<file path="config.mk">
export PLATFORM = sky130hd
export DESIGN_NAME = positional_pid_quadratic_p_top
export DESIGN_NICKNAME = d
export VERILOG_FILES = /design/src/rtl/core/pqp_pkg.sv /design/src/rtl/core/positional_pid_quadratic_p_top.sv /design/src/rtl/core/pqp_mul.sv
export SDC_FILE = /design/constraint.sdc
export NUM_CORES = 2
export LEC_CHECK = 0
export BUFFER_PORTS_ARGS = -buffer_cell sky130_fd_sc_hd__buf_2
export CAP_MARGIN = 10
export CORE_ASPECT_RATIO = 1.1
export CORE_MARGIN = 2
export CORE_UTILIZATION = 60
export DETAILED_ROUTE_END_ITERATION = 12
export PLACE_DENSITY = 0.77
export SYNTH_ARGS = -nofsm -noshare
export SYNTH_HDL_FRONTEND = slang
export SYNTH_SLANG_ARGS = --single-unit
</file>
<file path="constraint.sdc">
create_clock -name aclk -period 14.45 [get_ports aclk]
set_clock_uncertainty 0.1 [all_clocks]
set_input_delay 3.6125 -clock aclk [delete_from_list [all_inputs] [get_ports aclk]]
set_output_delay 3.6125 -clock aclk [all_outputs]
set_load 0.005 [all_outputs]
</file>
<file path="src/rtl/core/pqp_pkg.sv">
`default_nettype none

package pqp_pkg;

    localparam int SAMPLE_BITS_DEF    = 16;
    localparam int GAIN_FRAC_BITS_DEF = 12;

    localparam int GAIN_W      = 24;
    localparam int LIMIT_W     = 24;
    localparam int DRIVE_LIM_W = 31;
    localparam int ESUM_W      = 25;
    localparam int DRIVE_W     = 32;
    localparam int CFG_ADDR_W  = 3;
    localparam int CFG_DATA_W  = 31;

    localparam logic [CFG_ADDR_W-1:0] CFG_QUAD_GAIN   = 3'd0;
    localparam logic [CFG_ADDR_W-1:0] CFG_PROP_GAIN   = 3'd1;
    localparam logic [CFG_ADDR_W-1:0] CFG_INTEG_GAIN  = 3'd2;
    localparam logic [CFG_ADDR_W-1:0] CFG_DERIV_GAIN  = 3'd3;
    localparam logic [CFG_ADDR_W-1:0] CFG_INTEG_LIMIT = 3'd4;
    localparam logic [CFG_ADDR_W-1:0] CFG_DRIVE_LIMIT = 3'd5;

    typedef enum logic [3:0] {
        ST_IDLE,
        ST_ERR,
        ST_ISUM,
        ST_QLO,
        ST_QHI,
        ST_PLIN,
        ST_ITERM,
        ST_DTERM,
        ST_FLUSH,
        ST_CLAMP
    } seq_state_t;

    typedef struct packed {
        logic en;
        logic hi;
    } acc_ctl_t;

endpackage

`default_nettype wire

</file>
<file path="src/rtl/core/positional_pid_quadratic_p_top.sv">
// Positional PID controller with a sign-preserving quadratic proportional term.
// Input channel s_*: one transaction carries a setpoint and a measured sample.
// Result channel m_*: one transaction per input, m_tdata is the drive value and
// m_tuser flags that the output clamp acted.
// Configuration: cfg_we writes cfg_wdata into register cfg_addr (gains, integral
// limit, drive limit); write only while the block is idle.
// No new item is taken until the last one has left the clamp step. The single
// shared multiplier is used in six consecutive steps (error square, quadratic
// low and high halves, proportional, integral, derivative), framed by error,
// accumulate and clamp steps; s_tready stays low while these run.
// The result sits in an output register; a new item is accepted while it waits.
// When m_tready is held low, the sequencer waits in its clamp step until the
// held result is taken.
// Reset clears the integral, the previous error and all gains and the integral
// limit; the drive limit resets to its maximum.
`default_nettype none

module positional_pid_quadratic_p_top #(
    parameter int SAMPLE_BITS    = pqp_pkg::SAMPLE_BITS_DEF,
    parameter int GAIN_FRAC_BITS = pqp_pkg::GAIN_FRAC_BITS_DEF,
    localparam int S_TDATA_W     = ((2 * SAMPLE_BITS + 7) / 8) * 8
) (
    input  logic                            aclk,
    input  logic                            aresetn,
    input  logic                            cfg_we,
    input  logic [pqp_pkg::CFG_ADDR_W-1:0]  cfg_addr,
    input  logic [pqp_pkg::CFG_DATA_W-1:0]  cfg_wdata,
    input  logic                            s_tvalid,
    output logic                            s_tready,
    input  logic [S_TDATA_W-1:0]            s_tdata,   // setpoint, measured
    output logic                            m_tvalid,
    input  logic                            m_tready,
    output logic [pqp_pkg::DRIVE_W-1:0]     m_tdata,   // drive
    output logic [0:0]                      m_tuser    // clamped
);

    import pqp_pkg::*;

    localparam int SB     = SAMPLE_BITS;
    localparam int ERR_W  = SB + 1;
    localparam int DIFF_W = SB + 2;
    localparam int OPW    = (SB + 2 > ESUM_W) ? SB + 2 : ESUM_W;
    localparam int PW     = 2 * OPW;
    localparam int LOW    = SB + 1;
    localparam int ACCW   = PW + SB + 2;
    localparam int ISUM_W = ((ESUM_W > ERR_W) ? ESUM_W : ERR_W) + 1;

    logic signed [GAIN_W-1:0]  quad_gain_reg;
    logic signed [GAIN_W-1:0]  prop_gain_reg;
    logic signed [GAIN_W-1:0]  integ_gain_reg;
    logic signed [GAIN_W-1:0]  deriv_gain_reg;
    logic [LIMIT_W-1:0]        integ_limit_reg;
    logic [DRIVE_LIM_W-1:0]    drive_limit_reg;

    seq_state_t                state_reg;
    seq_state_t                state_next;
    logic signed [SB-1:0]      sp_reg;
    logic signed [SB-1:0]      ms_reg;
    logic signed [ERR_W-1:0]   err_reg;
    logic signed [DIFF_W-1:0]  diff_reg;
    logic signed [ERR_W-1:0]   last_err_reg;
    logic signed [ESUM_W-1:0]  esum_reg;
    logic signed [LOW-1:0]     sqhi_reg;
    logic signed [ACCW-1:0]    acc_reg;
    acc_ctl_t                  pend_reg;
    acc_ctl_t                  pend_next;
    logic [DRIVE_W-1:0]        drive_reg;
    logic                      clamp_reg;
    logic                      m_valid_reg;

    logic                      mul_en;
    logic signed [OPW-1:0]     mul_a;
    logic signed [OPW-1:0]     mul_b;
    logic signed [PW-1:0]      prod;

    logic signed [ERR_W-1:0]   err_c;
    logic signed [DIFF_W-1:0]  diff_c;
    logic [ERR_W-1:0]          abs_err_c;
    logic signed [ISUM_W-1:0]  isum_c;
    logic signed [ISUM_W-1:0]  ilim_c;
    logic signed [ACCW-1:0]    addend_c;
    logic signed [ACCW-1:0]    y_c;
    logic signed [ACCW-1:0]    dlim_c;
    logic                      out_free;

    pqp_mul #(
        .OPW (OPW)
    ) u_mul (
        .aclk     (aclk),
        .en       (mul_en),
        .op_a     (mul_a),
        .op_b     (mul_b),
        .prod_reg (prod)
    );

    assign s_tready = (state_reg == ST_IDLE);
    assign m_tvalid = m_valid_reg;
    assign m_tdata  = drive_reg;
    assign m_tuser  = clamp_reg;
    assign out_free = !m_valid_reg || m_tready;

    assign err_c     = ERR_W'(sp_reg) - ERR_W'(ms_reg);
    assign diff_c    = DIFF_W'(err_c) - DIFF_W'(last_err_reg);
    assign abs_err_c = err_reg[ERR_W-1] ? ERR_W'(-err_reg) : ERR_W'(err_reg);
    assign isum_c    = ISUM_W'(esum_reg) + ISUM_W'(err_reg);
    assign ilim_c    = $signed({{(ISUM_W-LIMIT_W){1'b0}}, integ_limit_reg});
    assign addend_c  = pend_reg.hi ? (ACCW'(prod) <<< LOW) : ACCW'(prod);
    assign y_c       = acc_reg >>> GAIN_FRAC_BITS;
    assign dlim_c    = $signed({{(ACCW-DRIVE_LIM_W){1'b0}}, drive_limit_reg});

    always_comb begin
        state_next = state_reg;
        mul_en     = 1'b0;
        mul_a      = '0;
        mul_b      = '0;
        pend_next  = '0;
        case (state_reg)
            ST_IDLE: begin
                if (s_tvalid) begin
                    state_next = ST_ERR;
                end
            end
            ST_ERR: begin
                state_next = ST_ISUM;
            end
            ST_ISUM: begin
                mul_en     = 1'b1;
                mul_a      = OPW'(err_reg);
                mul_b      = $signed({{(OPW-ERR_W){1'b0}}, abs_err_c});
                state_next = ST_QLO;
            end
            ST_QLO: begin
                mul_en     = 1'b1;
                mul_a      = OPW'(quad_gain_reg);
                mul_b      = $signed({{(OPW-LOW){1'b0}}, prod[LOW-1:0]});
                pend_next  = '{en: 1'b1, hi: 1'b0};
                state_next = ST_QHI;
            end
            ST_QHI: begin
                mul_en     = 1'b1;
                mul_a      = OPW'(quad_gain_reg);
                mul_b      = OPW'(sqhi_reg);
                pend_next  = '{en: 1'b1, hi: 1'b1};
                state_next = ST_PLIN;
            end
            ST_PLIN: begin
                mul_en     = 1'b1;
                mul_a      = OPW'(prop_gain_reg);
                mul_b      = OPW'(err_reg);
                pend_next  = '{en: 1'b1, hi: 1'b0};
                state_next = ST_ITERM;
            end
            ST_ITERM: begin
                mul_en     = 1'b1;
                mul_a      = OPW'(integ_gain_reg);
                mul_b      = OPW'(esum_reg);
                pend_next  = '{en: 1'b1, hi: 1'b0};
                state_next = ST_DTERM;
            end
            ST_DTERM: begin
                mul_en     = 1'b1;
                mul_a      = OPW'(deriv_gain_reg);
                mul_b      = OPW'(diff_reg);
                pend_next  = '{en: 1'b1, hi: 1'b0};
                state_next = ST_FLUSH;
            end
            ST_FLUSH: begin
                state_next = ST_CLAMP;
            end
            ST_CLAMP: begin
                if (out_free) begin
                    state_next = ST_IDLE;
                end
            end
            default: begin
                state_next = ST_IDLE;
            end
        endcase
    end

    always_ff @(posedge aclk) begin
        if (!aresetn) begin
            state_reg   <= ST_IDLE;
            pend_reg    <= '0;
            m_valid_reg <= 1'b0;
        end else begin
            state_reg <= state_next;
            pend_reg  <= pend_next;
            if (state_reg == ST_CLAMP && out_free) begin
                m_valid_reg <= 1'b1;
            end else if (m_tready) begin
                m_valid_reg <= 1'b0;
            end
        end
    end

    always_ff @(posedge aclk) begin
        if (!aresetn) begin
            quad_gain_reg   <= '0;
            prop_gain_reg   <= '0;
            integ_gain_reg  <= '0;
            deriv_gain_reg  <= '0;
            integ_limit_reg <= '0;
            drive_limit_reg <= {DRIVE_LIM_W{1'b1}};
        end else if (cfg_we) begin
            case (cfg_addr)
                CFG_QUAD_GAIN:   quad_gain_reg   <= cfg_wdata[GAIN_W-1:0];
                CFG_PROP_GAIN:   prop_gain_reg   <= cfg_wdata[GAIN_W-1:0];
                CFG_INTEG_GAIN:  integ_gain_reg  <= cfg_wdata[GAIN_W-1:0];
                CFG_DERIV_GAIN:  deriv_gain_reg  <= cfg_wdata[GAIN_W-1:0];
                CFG_INTEG_LIMIT: integ_limit_reg <= cfg_wdata[LIMIT_W-1:0];
                CFG_DRIVE_LIMIT: drive_limit_reg <= cfg_wdata[DRIVE_LIM_W-1:0];
                default: ;
            endcase
        end
    end

    always_ff @(posedge aclk) begin
        if (!aresetn) begin
            esum_reg     <= '0;
            last_err_reg <= '0;
        end else begin
            case (state_reg)
                ST_ERR: begin
                    last_err_reg <= err_c;
                end
                ST_ISUM: begin
                    if (isum_c > ilim_c) begin
                        esum_reg <= ESUM_W'(ilim_c);
                    end else if (isum_c < -ilim_c) begin
                        esum_reg <= ESUM_W'(-ilim_c);
                    end else begin
                        esum_reg <= ESUM_W'(isum_c);
                    end
                end
                default: ;
            endcase
        end
    end

    always_ff @(posedge aclk) begin
        if (s_tvalid && s_tready) begin
            sp_reg <= s_tdata[SB-1:0];
            ms_reg <= s_tdata[2*SB-1:SB];
        end
        if (state_reg == ST_ERR) begin
            err_reg  <= err_c;
            diff_reg <= diff_c;
        end
        if (state_reg == ST_QLO) begin
            sqhi_reg <= prod[2*SB+1:LOW];
        end
        if (state_reg == ST_ISUM) begin
            acc_reg <= '0;
        end else if (pend_reg.en) begin
            acc_reg <= acc_reg + addend_c;
        end
        if (state_reg == ST_CLAMP && out_free) begin
            if (y_c > dlim_c) begin
                drive_reg <= DRIVE_W'(dlim_c);
                clamp_reg <= 1'b1;
            end else if (y_c < -dlim_c) begin
                drive_reg <= DRIVE_W'(-dlim_c);
                clamp_reg <= 1'b1;
            end else begin
                drive_reg <= DRIVE_W'(y_c);
                clamp_reg <= 1'b0;
            end
        end
    end

endmodule

`default_nettype wire

</file>
<file path="src/rtl/core/pqp_mul.sv">
`default_nettype none

module pqp_mul #(
    parameter int OPW = 25
) (
    input  logic                  aclk,
    input  logic                  en,
    input  logic signed [OPW-1:0] op_a,
    input  logic signed [OPW-1:0] op_b,
    output logic signed [2*OPW-1:0] prod_reg
);

    always_ff @(posedge aclk) begin
        if (en) begin
            prod_reg <= op_a * op_b;
        end
    end

endmodule

`default_nettype wire

</file>
==> summary.md <==
| Metric | Value |
|---|---|
| P&R area growth vs syn | `6.37%` |
| Total GRT Usage | `38.1%` |
| Core area | `84900 um^2` |
| Vias in the first global route | `43500` |
| Root Buffer | `clkbuf_16` |
| Yosys reg bits | `435` |
| Iter 0 DRT Violations | `4507` |
| Power share of the clock group | `21.1%` |
| Clock sinks | `435` |
| Fraction of layout cells with a size suffix above 1 | `6.53%` |
| CTS tree | `built` |
| Seq/Total Area, Yosys | `20.2%` |
| Status | `complete, no violations` |
| Buf/Inv on CP | `6` |
| Initial core utilization | `60.6%` |
| Power per cell area | `112 nW/um^2` |
| CP Class | `register to register` |
| Drc violations | `0` |
| Hold Path Class | `register to register` |
| CP Max Fanout | `34` |
| # fillers | `7161` |
| Final WL | `167000 um` |
| Remaining Overflow, GRT | `0` |
| H-tree depth | `2` |
| Clk Latency, worst-skew pair | `620 ps` |
| Worst slew margin | `14.8%` |
| Data arrival, critical path | `10860 ps` |
| Post-route ant nets | `0` |
| Max-cap violations | `0` |
| Min Tclk post-route | `10620 ps` |
| Cts bufs inserted | `48` |
| Switching fraction of total power | `44.6%` |
| Antenna violations before repair | `6` |
| Uppermost layer routed | `met5` |
| Max FFs per register | `68` |
| DR pass1 iterations | `6` |
| WL/cell | `23.6 um` |
| Final Slew Violations | `0` |
| Reg clk slew, reported paths | `60 ps` |
| Setup crit end kind | `register` |
| Die ar. | `88100 um^2` |
| Nets | `7052` |
| Tot Pwr | `6.10 mW` |
| Post-synthesis async set-or-reset flop share | `0%` |
| Routed vias | `43800` |
| DRT met1 WL | `63500 um` |
| Top FF cell, synth | `dfxtp_1` |
| CP Launch Type | `register` |
| Synth cell types | `92` |
| Setup_tns | `0 ps` |
| Rows | `112` |
| Mapped cell area | `51400 um^2` |
| Global-route wire length before repair | `257000 um` |
| Post-synth EDFFs | `167` |
| Syn nets | `7105` |
| Net Sw Power | `2.72 mW` |
| Average via count per standard cell | `6.17` |
| IO buf count | `105` |
| Cts hold-fix bufs | `0` |
| Final hold vios | `0` |
| Actual slew at the worst max-slew pin | `1280 ps` |
| Period utilization | `73.5%` |
| Largest net degree at the start of global routing | `107` |
| Most used cell, CP | `fa_1` |
| I/O pins | `106` |
| Setup violators final | `0` |
| Die Width | `283 um` |
| Worst Path Required | `14700 ps` |
| DP HPWL | `128000 um` |
| Max Freq | `94.2 MHz` |
| # Post-CTS Setup Buffers | `0` |
| CTS resizes | `0` |
| Static leakage | `25.7 nW` |
| RSZ-0062 raised after global routing | `no` |
| Gp weighted congestion | `1.01` |
| Internal Pwr Total | `3.38 mW` |
| Die Ht | `311 um` |
| Ys Warns | `0` |
| Avg Inst Size Synth | `8.61 um^2` |
| Peak VDD IR | `0.000191 V` |
| Crit-path max cell delay | `930 ps` |
| CP top delay family | `adder cells` |
| WL met2 | `73600 um` |
| Sequential share of power | `29.6%` |
| Crit path max-delay cell type | `a221o_1` |
| CTS Buffer Depth | `3` |
| Synth Instances | `5972` |
| Met3 Routed Length | `18300 um` |
| Comb pwr share | `49.3%` |
[cells in the mapped netlist, types with 56 or more instances]
| library cell | n | area (um^2) |
|---|---|---|
| nand3_1 | 81 | 405 |
| edfxtp_1 | 167 | 5010 |
| inv_1 | 872 | 3270 |
| nand2_1 | 911 | 3420 |
| o21ai_0 | 184 | 921 |
| a21o_1 | 130 | 976 |
| fa_1 | 646 | 12900 |
| dfxtp_1 | 268 | 5370 |
| a21boi_0 | 138 | 1040 |
| a21oi_1 | 257 | 1290 |
| nor2_1 | 508 | 1910 |
| nor2b_1 | 56 | 350 |
| xor2_1 | 62 | 543 |
| ha_1 | 416 | 5200 |
| xnor2_1 | 154 | 1350 |
| clkbuf_1 | 262 | 983 |
| o211ai_1 | 68 | 510 |
[final timing paths]
check / from / to / slack (ps) / depth (start not counted)
max: state_reg[2] / u_mul.prod_reg[48] / 3830 / 30
min: integ_gain_reg[12] / integ_gain_reg[12] / 370 / 2
max reg2reg: state_reg[2] / u_mul.prod_reg[48] / 3830 / 30
min reg2reg: integ_gain_reg[12] / integ_gain_reg[12] / 370 / 2
[layer usage]
| layer | track usage [%] | up-vias |
|---|---|---|
| met4 | 21.6 | 2 |
| met2 | 59.4 | 2416 |
| met3 | 8.56 | 629 |
| li1 | - | 19500 |
| met1 | 49.0 | 21300 |
| met5 | 0 | - |
[placed cells by master, fill, tap and decap left out, types with 31 or more instances in the layout]
cell,instances
nand2b_1,40
nor2_1,504
buf_4,84
o21ai_0,182
and2_1,49
mux2_2,34
nand4_1,49
buf_2,104
ha_1,416
xor2_1,62
xnor2_1,154
a22oi_1,36
and3_1,36
edfxtp_1,167
o211ai_1,68
a21o_1,130
mux2i_1,53
nor2b_1,55
nor3_1,46
clkbuf_16,51
a21boi_0,138
fa_1,646
or3_1,32
dfxtp_1,266
inv_1,872
nand3_1,81
nand2_1,910
a21oi_1,250
a211oi_1,31
[cell families (layout without fill, tap and decap cells)]
group / after synthesis / after routing / share of synthesized area (%)
compound gates: 1102 / 1102 / 14.3
xor+xnor: 216 / 216 / 3.68
fa+ha+maj: 1062 / 1062 / 35.3
buf+inv: 1166 / 1153 / 8.58
flops: 435 / 435 / 20.2
mux: 90 / 90 / 1.91
other cells: 0 / 3 / 0
simple gates: 1901 / 1901 / 16.1
[layout make-up]
cell class              instances  area [um^2]  share of cell area, %
diodes                          3         7.51                 0.0137
clock inverters                31          300                  0.549
repair buffers                188         1150                   2.10
flip-flops and latches        435        10400                   19.0
multi-input cells            4371        36800                   67.3
well taps                    1140         1430                   2.61
inverters                     875         3280                   6.00
clock buffers                  59         1330                   2.42
[metrics by stage]
step | setup WS, ps | instance area, um^2 | std cells | util, % | hold slack, ps
after floorplan | 5370 | 51400 | 5972 | - | 340
after global placement | 4240 | 53100 | 7009 | 62.5 | 352
after detailed placement | 4110 | 53100 | 7009 | 62.5 | 359
after CTS | 4060 | 54700 | 7099 | 64.4 | 368
after global routing | 3340 | 54700 | 7100 | 64.4 | 386
final | 3830 | 54700 | 7102 | 64.4 | 367
[power groups by stage]
| stage | sequential (mW) | combinational, mW | clock (mW) |
|---|---|---|---|
| floorplan | 1.67 | 2.17 | 0 |
| global placement | 1.81 | 2.86 | 0 |
| detailed placement | 1.82 | 2.92 | 0 |
| CTS | 1.79 | 2.94 | 1.30 |
| global route | 1.81 | 3.31 | 1.34 |
| finish | 1.81 | 3.01 | 1.29 |
[worst register-to-register path: cells and delay by family (launching register included)]
kind | cells | cell delay (ps)
AND/OR/NAND/NOR | 7 | 1850
XOR/XNOR | 1 | 150
buffers and inverters | 6 | 680
AO/OA/AOI/OAI | 8 | 2880
adder cells (fa/ha/maj) | 8 | 3970
flip-flops | 1 | 710
(Power assumes the default switching activity.)
